`src/owm_pkg.sv`:
```
// Package: shared types, timing constants and command codes for the bus master.
`timescale 1ns / 1ps
package owm_pkg;

  // Tick counter width and the width used to compare against phase lengths
  localparam int TIMER_BITS = 20;
  localparam int CFG_W      = 20;
  localparam int CMP_W      = (TIMER_BITS > CFG_W) ? TIMER_BITS : CFG_W;

  typedef logic [TIMER_BITS-1:0] cnt_t;
  typedef logic [CMP_W-1:0]      len_t;

  localparam cnt_t TIMER_MAX = {TIMER_BITS{1'b1}};

  // Phase lengths in microseconds
  localparam len_t LEN_RST_LOW  = len_t'(480);
  localparam len_t LEN_RST_WAIT = len_t'(70);
  localparam len_t LEN_RST_REC  = len_t'(410);
  localparam len_t LEN_WR1_LOW  = len_t'(6);
  localparam len_t LEN_WR1_HIGH = len_t'(64);
  localparam len_t LEN_WR0_LOW  = len_t'(60);
  localparam len_t LEN_WR0_HIGH = len_t'(10);
  localparam len_t LEN_RD_LOW   = len_t'(6);
  localparam len_t LEN_RD_WAIT  = len_t'(9);
  localparam len_t LEN_RD_REC   = len_t'(55);

  localparam logic [CFG_W-1:0] CONV_WAIT_RESET = CFG_W'(750000);

  // Bus commands
  localparam logic [7:0] CMD_SKIP = 8'hCC;
  localparam logic [7:0] CMD_CONV = 8'h44;
  localparam logic [7:0] CMD_READ = 8'hBE;

  typedef enum logic [3:0] {
    PH_IDLE     = 4'd0,
    PH_RST_LOW  = 4'd1,
    PH_RST_WAIT = 4'd2,
    PH_RST_REC  = 4'd3,
    PH_WR_LOW   = 4'd4,
    PH_WR_HIGH  = 4'd5,
    PH_CONV     = 4'd6,
    PH_RD_LOW   = 4'd7,
    PH_RD_WAIT  = 4'd8,
    PH_RD_REC   = 4'd9
  } phase_t;

  typedef struct packed {
    logic start_req;
    logic us_tick;
    logic line_level;
  } item_t;

  typedef struct packed {
    logic               drive_low;
    logic               busy_res;
    logic               done_res;
    logic               status;
    logic signed [15:0] temperature_raw;
  } res_t;

endpackage

```
`src/owm_if.sv`:
```
// Interfaces: input item, result item and configuration write channels.
`timescale 1ns / 1ps
interface owm_in_if;
  logic valid;
  logic ready;
  logic start_req;
  logic us_tick;
  logic line_level;
  modport source (output valid, start_req, us_tick, line_level, input ready);
  modport sink   (input valid, start_req, us_tick, line_level, output ready);
endinterface

interface owm_out_if;
  logic               valid;
  logic               ready;
  logic               drive_low;
  logic               busy_res;
  logic               done_res;
  logic               status;
  logic signed [15:0] temperature_raw;
  modport source (output valid, drive_low, busy_res, done_res, status, temperature_raw,
                  input ready);
  modport sink   (input valid, drive_low, busy_res, done_res, status, temperature_raw,
                  output ready);
endinterface

interface owm_cfg_if;
  logic        valid;
  logic        ready;
  logic [19:0] conversion_wait_us;
  modport source (output valid, conversion_wait_us, input ready);
  modport sink   (input valid, conversion_wait_us, output ready);
endinterface

```
`src/owm_seq.sv`:
```
// Bus sequencer: phase state, tick counter, command and read shift registers.
`timescale 1ns / 1ps
module owm_seq
  import owm_pkg::*;
(
  input  logic             clk,
  input  logic             rst_n,
  input  logic             step,
  input  item_t            item,
  input  logic [CFG_W-1:0] conv_wait,
  output res_t             res
);

  phase_t             phase_r, phase_nxt;
  cnt_t               cnt_r, cnt_nxt, cnt_inc;
  logic [3:0]         bit_r, bit_nxt;
  logic [1:0]         cmd_r, cmd_nxt;
  logic [15:0]        shift_r, shift_nxt;
  logic               pres_r, pres_nxt;
  logic               second_r, second_nxt;
  logic               status_r, status_nxt;
  logic signed [15:0] value_r, value_nxt;
  logic               done;
  logic [7:0]         cmd_byte;
  logic               wr_bit;
  len_t               conv_len;
  len_t               len;
  logic               phase_end;

  always_comb begin
    if (cmd_r == 2'd0) begin
      cmd_byte = CMD_SKIP;
    end else if (second_r) begin
      cmd_byte = CMD_READ;
    end else begin
      cmd_byte = CMD_CONV;
    end
    wr_bit = cmd_byte[bit_r[2:0]];
  end

  // Clamp the conversion wait to what the counter can reach
  always_comb begin
    if (len_t'(conv_wait) > len_t'(TIMER_MAX)) begin
      conv_len = len_t'(TIMER_MAX);
    end else begin
      conv_len = len_t'(conv_wait);
    end
  end

  always_comb begin
    case (phase_r)
      PH_RST_LOW:  len = LEN_RST_LOW;
      PH_RST_WAIT: len = LEN_RST_WAIT;
      PH_RST_REC:  len = LEN_RST_REC;
      PH_WR_LOW:   len = wr_bit ? LEN_WR1_LOW : LEN_WR0_LOW;
      PH_WR_HIGH:  len = wr_bit ? LEN_WR1_HIGH : LEN_WR0_HIGH;
      PH_CONV:     len = conv_len;
      PH_RD_LOW:   len = LEN_RD_LOW;
      PH_RD_WAIT:  len = LEN_RD_WAIT;
      PH_RD_REC:   len = LEN_RD_REC;
      default:     len = '0;
    endcase
  end

  assign cnt_inc   = (item.us_tick && (cnt_r != TIMER_MAX)) ? cnt_r + cnt_t'(1) : cnt_r;
  assign phase_end = len_t'(cnt_inc) >= len;

  // Next state
  always_comb begin
    phase_nxt  = phase_r;
    cnt_nxt    = cnt_r;
    bit_nxt    = bit_r;
    cmd_nxt    = cmd_r;
    shift_nxt  = shift_r;
    pres_nxt   = pres_r;
    second_nxt = second_r;
    status_nxt = status_r;
    value_nxt  = value_r;
    done       = 1'b0;
    if (phase_r == PH_IDLE) begin
      if (item.start_req) begin
        phase_nxt  = PH_RST_LOW;
        cnt_nxt    = '0;
        second_nxt = 1'b0;
        pres_nxt   = 1'b0;
        bit_nxt    = '0;
        cmd_nxt    = '0;
      end
    end else if (!phase_end) begin
      cnt_nxt = cnt_inc;
    end else begin
      cnt_nxt = '0;
      case (phase_r)
        PH_RST_LOW:  phase_nxt = PH_RST_WAIT;
        PH_RST_WAIT: begin
          pres_nxt  = ~item.line_level;
          phase_nxt = PH_RST_REC;
        end
        PH_RST_REC: begin
          if (!pres_r) begin
            status_nxt = 1'b1;
            value_nxt  = '0;
            done       = 1'b1;
            phase_nxt  = PH_IDLE;
          end else begin
            bit_nxt   = '0;
            cmd_nxt   = '0;
            phase_nxt = PH_WR_LOW;
          end
        end
        PH_WR_LOW:   phase_nxt = PH_WR_HIGH;
        PH_WR_HIGH: begin
          if (bit_r >= 4'd7) begin
            bit_nxt = '0;
            if (cmd_r >= 2'd1) begin
              cmd_nxt = '0;
              if (!second_r) begin
                phase_nxt = PH_CONV;
              end else begin
                shift_nxt = '0;
                phase_nxt = PH_RD_LOW;
              end
            end else begin
              cmd_nxt   = cmd_r + 2'd1;
              phase_nxt = PH_WR_LOW;
            end
          end else begin
            bit_nxt   = bit_r + 4'd1;
            phase_nxt = PH_WR_LOW;
          end
        end
        PH_CONV: begin
          second_nxt = 1'b1;
          phase_nxt  = PH_RST_LOW;
        end
        PH_RD_LOW:   phase_nxt = PH_RD_WAIT;
        PH_RD_WAIT: begin
          shift_nxt[bit_r] = shift_r[bit_r] | item.line_level;
          phase_nxt        = PH_RD_REC;
        end
        PH_RD_REC: begin
          if (bit_r >= 4'd15) begin
            status_nxt = 1'b0;
            value_nxt  = shift_r;
            done       = 1'b1;
            bit_nxt    = '0;
            phase_nxt  = PH_IDLE;
          end else begin
            bit_nxt   = bit_r + 4'd1;
            phase_nxt = PH_RD_LOW;
          end
        end
        default:     phase_nxt = PH_IDLE;
      endcase
    end
  end

  // Result of this cycle, taken from the state after it
  always_comb begin
    res.drive_low       = (phase_nxt == PH_RST_LOW) || (phase_nxt == PH_WR_LOW) ||
                          (phase_nxt == PH_RD_LOW);
    res.busy_res        = phase_nxt != PH_IDLE;
    res.done_res        = done;
    res.status          = status_nxt;
    res.temperature_raw = value_nxt;
  end

  always_ff @(posedge clk) begin
    if (!rst_n) begin
      phase_r  <= PH_IDLE;
      cnt_r    <= '0;
      bit_r    <= '0;
      cmd_r    <= '0;
      shift_r  <= '0;
      pres_r   <= 1'b0;
      second_r <= 1'b0;
      status_r <= 1'b0;
      value_r  <= '0;
    end else if (step) begin
      phase_r  <= phase_nxt;
      cnt_r    <= cnt_nxt;
      bit_r    <= bit_nxt;
      cmd_r    <= cmd_nxt;
      shift_r  <= shift_nxt;
      pres_r   <= pres_nxt;
      second_r <= second_nxt;
      status_r <= status_nxt;
      value_r  <= value_nxt;
    end
  end

  a_idle_stays : assert property (@(posedge clk) disable iff (!rst_n)
    step && (phase_r == PH_IDLE) && !item.start_req |=> phase_r == PH_IDLE)
    else $error("sequencer left idle without a start request");

  a_good_done_from_read : assert property (@(posedge clk) disable iff (!rst_n)
    step && done && !status_nxt |-> phase_r == PH_RD_REC)
    else $error("good reading reported outside the last read slot");

  a_cmd_range : assert property (@(posedge clk) disable iff (!rst_n)
    cmd_r <= 2'd1)
    else $error("command index beyond the second command");

endmodule

```
`src/onewire_temperature_read_master.sv`:
```
// Top level: single-wire bus master that reads one temperature sample.
//
//  channel | modport     | transaction payload
//  --------+-------------+-----------------------------------------------------
//  in_ch   | sink        | start_req, us_tick, line_level (one clock of bus time)
//  out_ch  | source      | drive_low, busy_res, done_res, status, temperature_raw
//  cfg_ch  | sink        | conversion_wait_us (20 bit), always ready
//
//  One input transaction yields one result transaction, one per clock when both
//  sides flow; each passes the input register, then the result register.
//  The tick add and phase compare of the sequencer set the critical path.
//  Reset (rst_n low, synchronous) empties both registers, idles the sequencer
//  and sets the conversion wait to 750000 us. A stalled result holds; the input
//  register takes one more transaction, then in_ch.ready drops until it moves.
`timescale 1ns / 1ps
module onewire_temperature_read_master
  import owm_pkg::*;
(
  input  logic      clk,
  input  logic      rst_n,
  owm_in_if.sink    in_ch,
  owm_out_if.source out_ch,
  owm_cfg_if.sink   cfg_ch
);

  logic             in_vld_r;
  item_t            in_r;
  logic             out_vld_r;
  res_t             out_r;
  res_t             res;
  logic             advance;
  logic [CFG_W-1:0] conv_wait_r;

  // Move the held item into the result register when that register is free
  assign advance      = in_vld_r && (!out_vld_r || out_ch.ready);
  assign in_ch.ready  = !in_vld_r || advance;
  assign cfg_ch.ready = 1'b1;

  // Configuration register
  always_ff @(posedge clk) begin
    if (!rst_n) begin
      conv_wait_r <= CONV_WAIT_RESET;
    end else if (cfg_ch.valid) begin
      conv_wait_r <= cfg_ch.conversion_wait_us;
    end
  end

  // Input register: hold the accepted item until the sequencer takes it
  always_ff @(posedge clk) begin
    if (!rst_n) begin
      in_vld_r <= 1'b0;
    end else if (in_ch.ready) begin
      in_vld_r <= in_ch.valid;
    end
  end

  always_ff @(posedge clk) begin
    if (in_ch.valid && in_ch.ready) begin
      in_r.start_req  <= in_ch.start_req;
      in_r.us_tick    <= in_ch.us_tick;
      in_r.line_level <= in_ch.line_level;
    end
  end

  owm_seq u_seq (
    .clk       (clk),
    .rst_n     (rst_n),
    .step      (advance),
    .item      (in_r),
    .conv_wait (conv_wait_r),
    .res       (res)
  );

  // Result register: drop the valid once taken, unless a new result arrives
  always_ff @(posedge clk) begin
    if (!rst_n) begin
      out_vld_r <= 1'b0;
    end else if (advance) begin
      out_vld_r <= 1'b1;
    end else if (out_ch.ready) begin
      out_vld_r <= 1'b0;
    end
  end

  always_ff @(posedge clk) begin
    if (advance) begin
      out_r <= res;
    end
  end

  assign out_ch.valid           = out_vld_r;
  assign out_ch.drive_low       = out_r.drive_low;
  assign out_ch.busy_res        = out_r.busy_res;
  assign out_ch.done_res        = out_r.done_res;
  assign out_ch.status          = out_r.status;
  assign out_ch.temperature_raw = out_r.temperature_raw;

  a_ready_when_empty : assert property (@(posedge clk) disable iff (!rst_n)
    !out_vld_r |-> in_ch.ready)
    else $error("input stalled while the result register is empty");

  a_done_not_busy : assert property (@(posedge clk) disable iff (!rst_n)
    out_vld_r && out_r.done_res |-> !out_r.busy_res)
    else $error("done reported while still busy");

  a_drive_only_busy : assert property (@(posedge clk) disable iff (!rst_n)
    out_vld_r && out_r.drive_low |-> out_r.busy_res)
    else $error("line driven low outside a sequence");

endmodule

```
`src/flat_wrapper.sv`:
```
// flat-port wrapper written by rule: the top's interface ports become plain ports
module onewire_temperature_read_master_flat import owm_pkg::*;
  (clk, rst_n, in_ch_valid, in_ch_start_req, in_ch_us_tick, in_ch_line_level, in_ch_ready, out_ch_valid, out_ch_drive_low, out_ch_busy_res, out_ch_done_res, out_ch_status, out_ch_temperature_raw, out_ch_ready, cfg_ch_valid, cfg_ch_conversion_wait_us, cfg_ch_ready);
  owm_in_if in_ch_i ();
  owm_out_if out_ch_i ();
  owm_cfg_if cfg_ch_i ();
  input  logic clk;
  input  logic rst_n;
  input wire logic [$bits(in_ch_i.valid)-1:0] in_ch_valid;
  input wire logic [$bits(in_ch_i.start_req)-1:0] in_ch_start_req;
  input wire logic [$bits(in_ch_i.us_tick)-1:0] in_ch_us_tick;
  input wire logic [$bits(in_ch_i.line_level)-1:0] in_ch_line_level;
  output wire logic [$bits(in_ch_i.ready)-1:0] in_ch_ready;
  output wire logic [$bits(out_ch_i.valid)-1:0] out_ch_valid;
  output wire logic [$bits(out_ch_i.drive_low)-1:0] out_ch_drive_low;
  output wire logic [$bits(out_ch_i.busy_res)-1:0] out_ch_busy_res;
  output wire logic [$bits(out_ch_i.done_res)-1:0] out_ch_done_res;
  output wire logic [$bits(out_ch_i.status)-1:0] out_ch_status;
  output wire logic [$bits(out_ch_i.temperature_raw)-1:0] out_ch_temperature_raw;
  input wire logic [$bits(out_ch_i.ready)-1:0] out_ch_ready;
  input wire logic [$bits(cfg_ch_i.valid)-1:0] cfg_ch_valid;
  input wire logic [$bits(cfg_ch_i.conversion_wait_us)-1:0] cfg_ch_conversion_wait_us;
  output wire logic [$bits(cfg_ch_i.ready)-1:0] cfg_ch_ready;
  assign in_ch_i.valid = in_ch_valid;
  assign in_ch_i.start_req = in_ch_start_req;
  assign in_ch_i.us_tick = in_ch_us_tick;
  assign in_ch_i.line_level = in_ch_line_level;
  assign in_ch_ready = in_ch_i.ready;
  assign out_ch_valid = out_ch_i.valid;
  assign out_ch_drive_low = out_ch_i.drive_low;
  assign out_ch_busy_res = out_ch_i.busy_res;
  assign out_ch_done_res = out_ch_i.done_res;
  assign out_ch_status = out_ch_i.status;
  assign out_ch_temperature_raw = out_ch_i.temperature_raw;
  assign out_ch_i.ready = out_ch_ready;
  assign cfg_ch_i.valid = cfg_ch_valid;
  assign cfg_ch_i.conversion_wait_us = cfg_ch_conversion_wait_us;
  assign cfg_ch_ready = cfg_ch_i.ready;
  onewire_temperature_read_master u_core (.clk(clk), .rst_n(rst_n), .in_ch(in_ch_i), .out_ch(out_ch_i), .cfg_ch(cfg_ch_i));
endmodule
```
`config.mk`:
```
export PLATFORM = sky130hd
export DESIGN_NAME = onewire_temperature_read_master_flat
export DESIGN_NICKNAME = d
export VERILOG_FILES = /design/src/owm_pkg.sv /design/src/owm_if.sv /design/src/owm_seq.sv /design/src/onewire_temperature_read_master.sv /design/src/flat_wrapper.sv
export SDC_FILE = /design/constraint.sdc
export NUM_CORES = 1
export LEC_CHECK = 0
export BUFFER_PORTS_ARGS = -buffer_cell sky130_fd_sc_hd__buf_2
export CORE_MARGIN = 5
export CORE_UTILIZATION = 60
export DETAILED_ROUTE_END_ITERATION = 7
export PLACE_DENSITY_LB_ADDON = 0.3
export SLEW_MARGIN = 40
export SYNTH_ARGS = -nofsm -noshare
export SYNTH_HDL_FRONTEND = slang
export SYNTH_SLANG_ARGS = --single-unit
export TNS_END_PERCENT = 100
```
`constraint.sdc`:
```
create_clock -name clk -period 4.8 [get_ports clk]
set_clock_uncertainty 0.15 [all_clocks]
set_input_delay 0.48 -clock clk [delete_from_list [all_inputs] [get_ports clk]]
set_output_delay 0.48 -clock clk [all_outputs]
set_load 0.03 [all_outputs]
```
==> results.toml <==
[setup_path]
cp.required_ps = 4800
cp_top_family = "simple AND/OR/NAND/NOR gates"
worstPathMaxFanout = 17
critPathMostFrequentCell = "nand2_1"
crit_arrival_ps = 4280
cp_slowest_cell = "dfxtp_1"
crit_chain = "ha_1 -> and3_1 -> nand2_1 -> or3_1 -> and2_1 -> or2_2 -> ha_1 -> nand4_1 -> nor3_1 -> nand2_1 -> o211a_1 -> nand2_1 -> nand2_1 -> a22o_1"
critPathLaunchType = "register"
reg2reg_setup_slack_ps = 520
end_kind = "register"
critical_path_buf_inv_count = 0
path_class = "reg -> reg"
max_stage_delay_ps = 440

[routing]
route.met2.wl_microns = 7810
dr.pass1.iters = 5
dr_wl_met3_microns = 1100
vias = 5485
dr.first_iter.drc_count = 364
remaining_drc_errors = 0
ant_nets = 0
highest_layer = "met4"
wl_microns = 15800
met1_length_microns = 6420
avgRoutedWirePerCell_microns = 18.4
viasPerCell = 6.39

[global_route]
antenna_found_initial = 0
grt_pass1_wl_microns = 25800
grt_max_degree = 42
grt_overflow = 0
grt_pass1_vias = 5314
grt_use_total = 0.252

[synth]
synth-edff-count = 23
synth_nets = 735
synth_seq_cells = 110
synth_seq_area_share = 0.394
synth_cells = 681
mappedNetlistArea_sq_um = 6180
synthFlopType = "dfxtp_1"
yosysWarnings = 0
syn_area_per_cell_sq_um = 9.07
synthArstFlopShare = 0
synthDistinctLibCells = 73

[flow_run]
cap_violations = 0

[layout]
layout_common_cells = "dfxtp_1 (87), nand2_1 (83), a21oi_1 (57)"
fin_cells = 858
drive_gt1_frac = 0.162
final_common_cell = "dfxtp_1"
ff_latch_area_sq_um = 2430
area_growth_pct = 9.05
nFillCells = 831
diodes = 0
nets = 771
multi_input_area_sq_um = 3490

[sta]
fin_crit_ps = 4280
worst_pin_slew_ps = 676
slew_violations = 0
rsz0062_at_grt = "false"
finalSetupViolCount = 0
fin_crit_sh = 0.892
hold_viol_final = 0
slew_headroom = 0.548
tns_ps = 0
timing.fmax_mhz = 233

[power]
vdd_drop_max_v = 0.000358
powerDensity_nw_per_um2 = 428
leakagePower_nw = 2.70

[clock_tree]
root_buffer = "clkbuf_8"
cts_hold_buf = 0
cts_tree = "done"
clkTransAtPathRegs_ps = 110
cts_num_sinks = 110
cts_max_level = 3
post_cts_buffers = 0
insertion_delay_ps = 390
cts_buffers = 9
cts_buffer_depth = 2
ctsResizeCount = 0

[placed_design]
dpl.cell_count = 842
hpwl_microns = 11400
portBuffers = 49
place_congestion = 0.946

[floorplanning]
die_h_microns = 111
die_x_microns = 111
rows = 37
num_io_pins = 51
start_util = 0.607
dieArea_sq_um = 12400
core_sq_um = 10200

[hold_path]
min_path_type = "in -> reg"

[outcome]
status = "finished clean"
power by group:
part	internal, mW	switching [mW]
Clock	0.200	0.345
Sequential	0.998	0.0216
Combinational	0.405	0.915
Total	1.60	1.28
synth_stat cells (6+ instances only):
cell | count | share of area
buf_1 | 7 | 0.0043
a22o_1 | 35 | 0.050
mux2i_1 | 22 | 0.036
nand4_1 | 7 | 0.0071
nor3_1 | 10 | 0.0081
o21ai_0 | 23 | 0.019
inv_1 | 17 | 0.010
xor2_1 | 6 | 0.0085
and3_1 | 8 | 0.0081
o211ai_1 | 6 | 0.0073
nor4_1 | 6 | 0.0061
ha_1 | 26 | 0.053
and2_1 | 6 | 0.0061
or2_2 | 9 | 0.0091
nand2_1 | 83 | 0.050
o311a_1 | 16 | 0.026
clkbuf_1 | 18 | 0.011
dfxtp_1 | 87 | 0.28
a31oi_1 | 16 | 0.016
edfxtp_1 | 23 | 0.11
a31o_1 | 12 | 0.017
nor2_1 | 48 | 0.029
nand3_1 | 15 | 0.012
buf_2 | 14 | 0.011
a21oi_1 | 57 | 0.046
nor2b_1 | 9 | 0.0091
xnor2_1 | 7 | 0.0099
state kept, by name, summed over array words and instances, names as in the netlist, 3 cells and up:
name and count:
u_core.conv_wait_r 20, u_core.in_r 3, u_core.out_ch.temperature_raw 16, u_core.u_seq.bit_r 4, u_core.u_seq.cnt_r 20, u_core.u_seq.phase_r 4
u_core.u_seq.shift_r 16, u_core.u_seq.value_r 16
cell type report:
| cell class | instances | area share |
|---|---|---|
| sequential | 110 | 0.361 |
| clock buffer | 9 | 0.0184 |
| tap | 136 | 0.0253 |
| timing repair buffer | 68 | 0.0576 |
| inverter | 18 | 0.0100 |
| clock inverter | 7 | 0.00947 |
| multi-input combinational | 510 | 0.518 |
kinds of logic after synthesis:
logic type / after synthesis / share of synthesized area
AOI/OAI and AO/OA: 211 / 0.248
buffers and inverters: 61 / 0.0435
other: 1 / 0.000607
and+or+nand+nor: 231 / 0.187
adders and majority gates: 26 / 0.0526
DFF: 110 / 0.394
muxes: 28 / 0.0557
xor gates and xnor gates: 13 / 0.0184
worst paths after layout:
check	startpoint	to	cells past startpoint
setup reg to reg	u_core.u_seq.cnt_r[0]$_SDFFE_PN0P_	u_core.out_ch.temperature_raw[13]$_DFFE_PP_	14
hold reg to reg	u_core.u_seq.cmd_r[1]$_SDFFE_PN0P_	u_core.u_seq.cmd_r[1]$_SDFFE_PN0P_	2
hold / removal	in_ch_line_level	u_core.in_r[0]$_DFFE_PP_	1
setup / recovery	u_core.u_seq.cnt_r[0]$_SDFFE_PN0P_	u_core.out_ch.temperature_raw[13]$_DFFE_PP_	14
metrics by stage:
step	power, mW	util	hold WS (ps)	worst slack (ps)	area (sq um)
5_1_grt	3.06	0.662	87.7	134	6740
3_5_place_dp	2.32	0.642	304	612	6540
4_1_cts	2.86	0.661	98.3	548	6730
2_1_floorplan	1.96	-	288	962	6180
6_report	2.88	0.662	109	517	6740
3_3_place_gp	2.31	0.642	295	717	6540
layer usage:
metal  track usage  vias to the layer above
li1              -                     2621
met1         0.317                     2577
met2         0.430                      255
met3        0.0435                       32
met4         0.105                        0
met5             0                        -
Power figures use the tool's default switching activity.
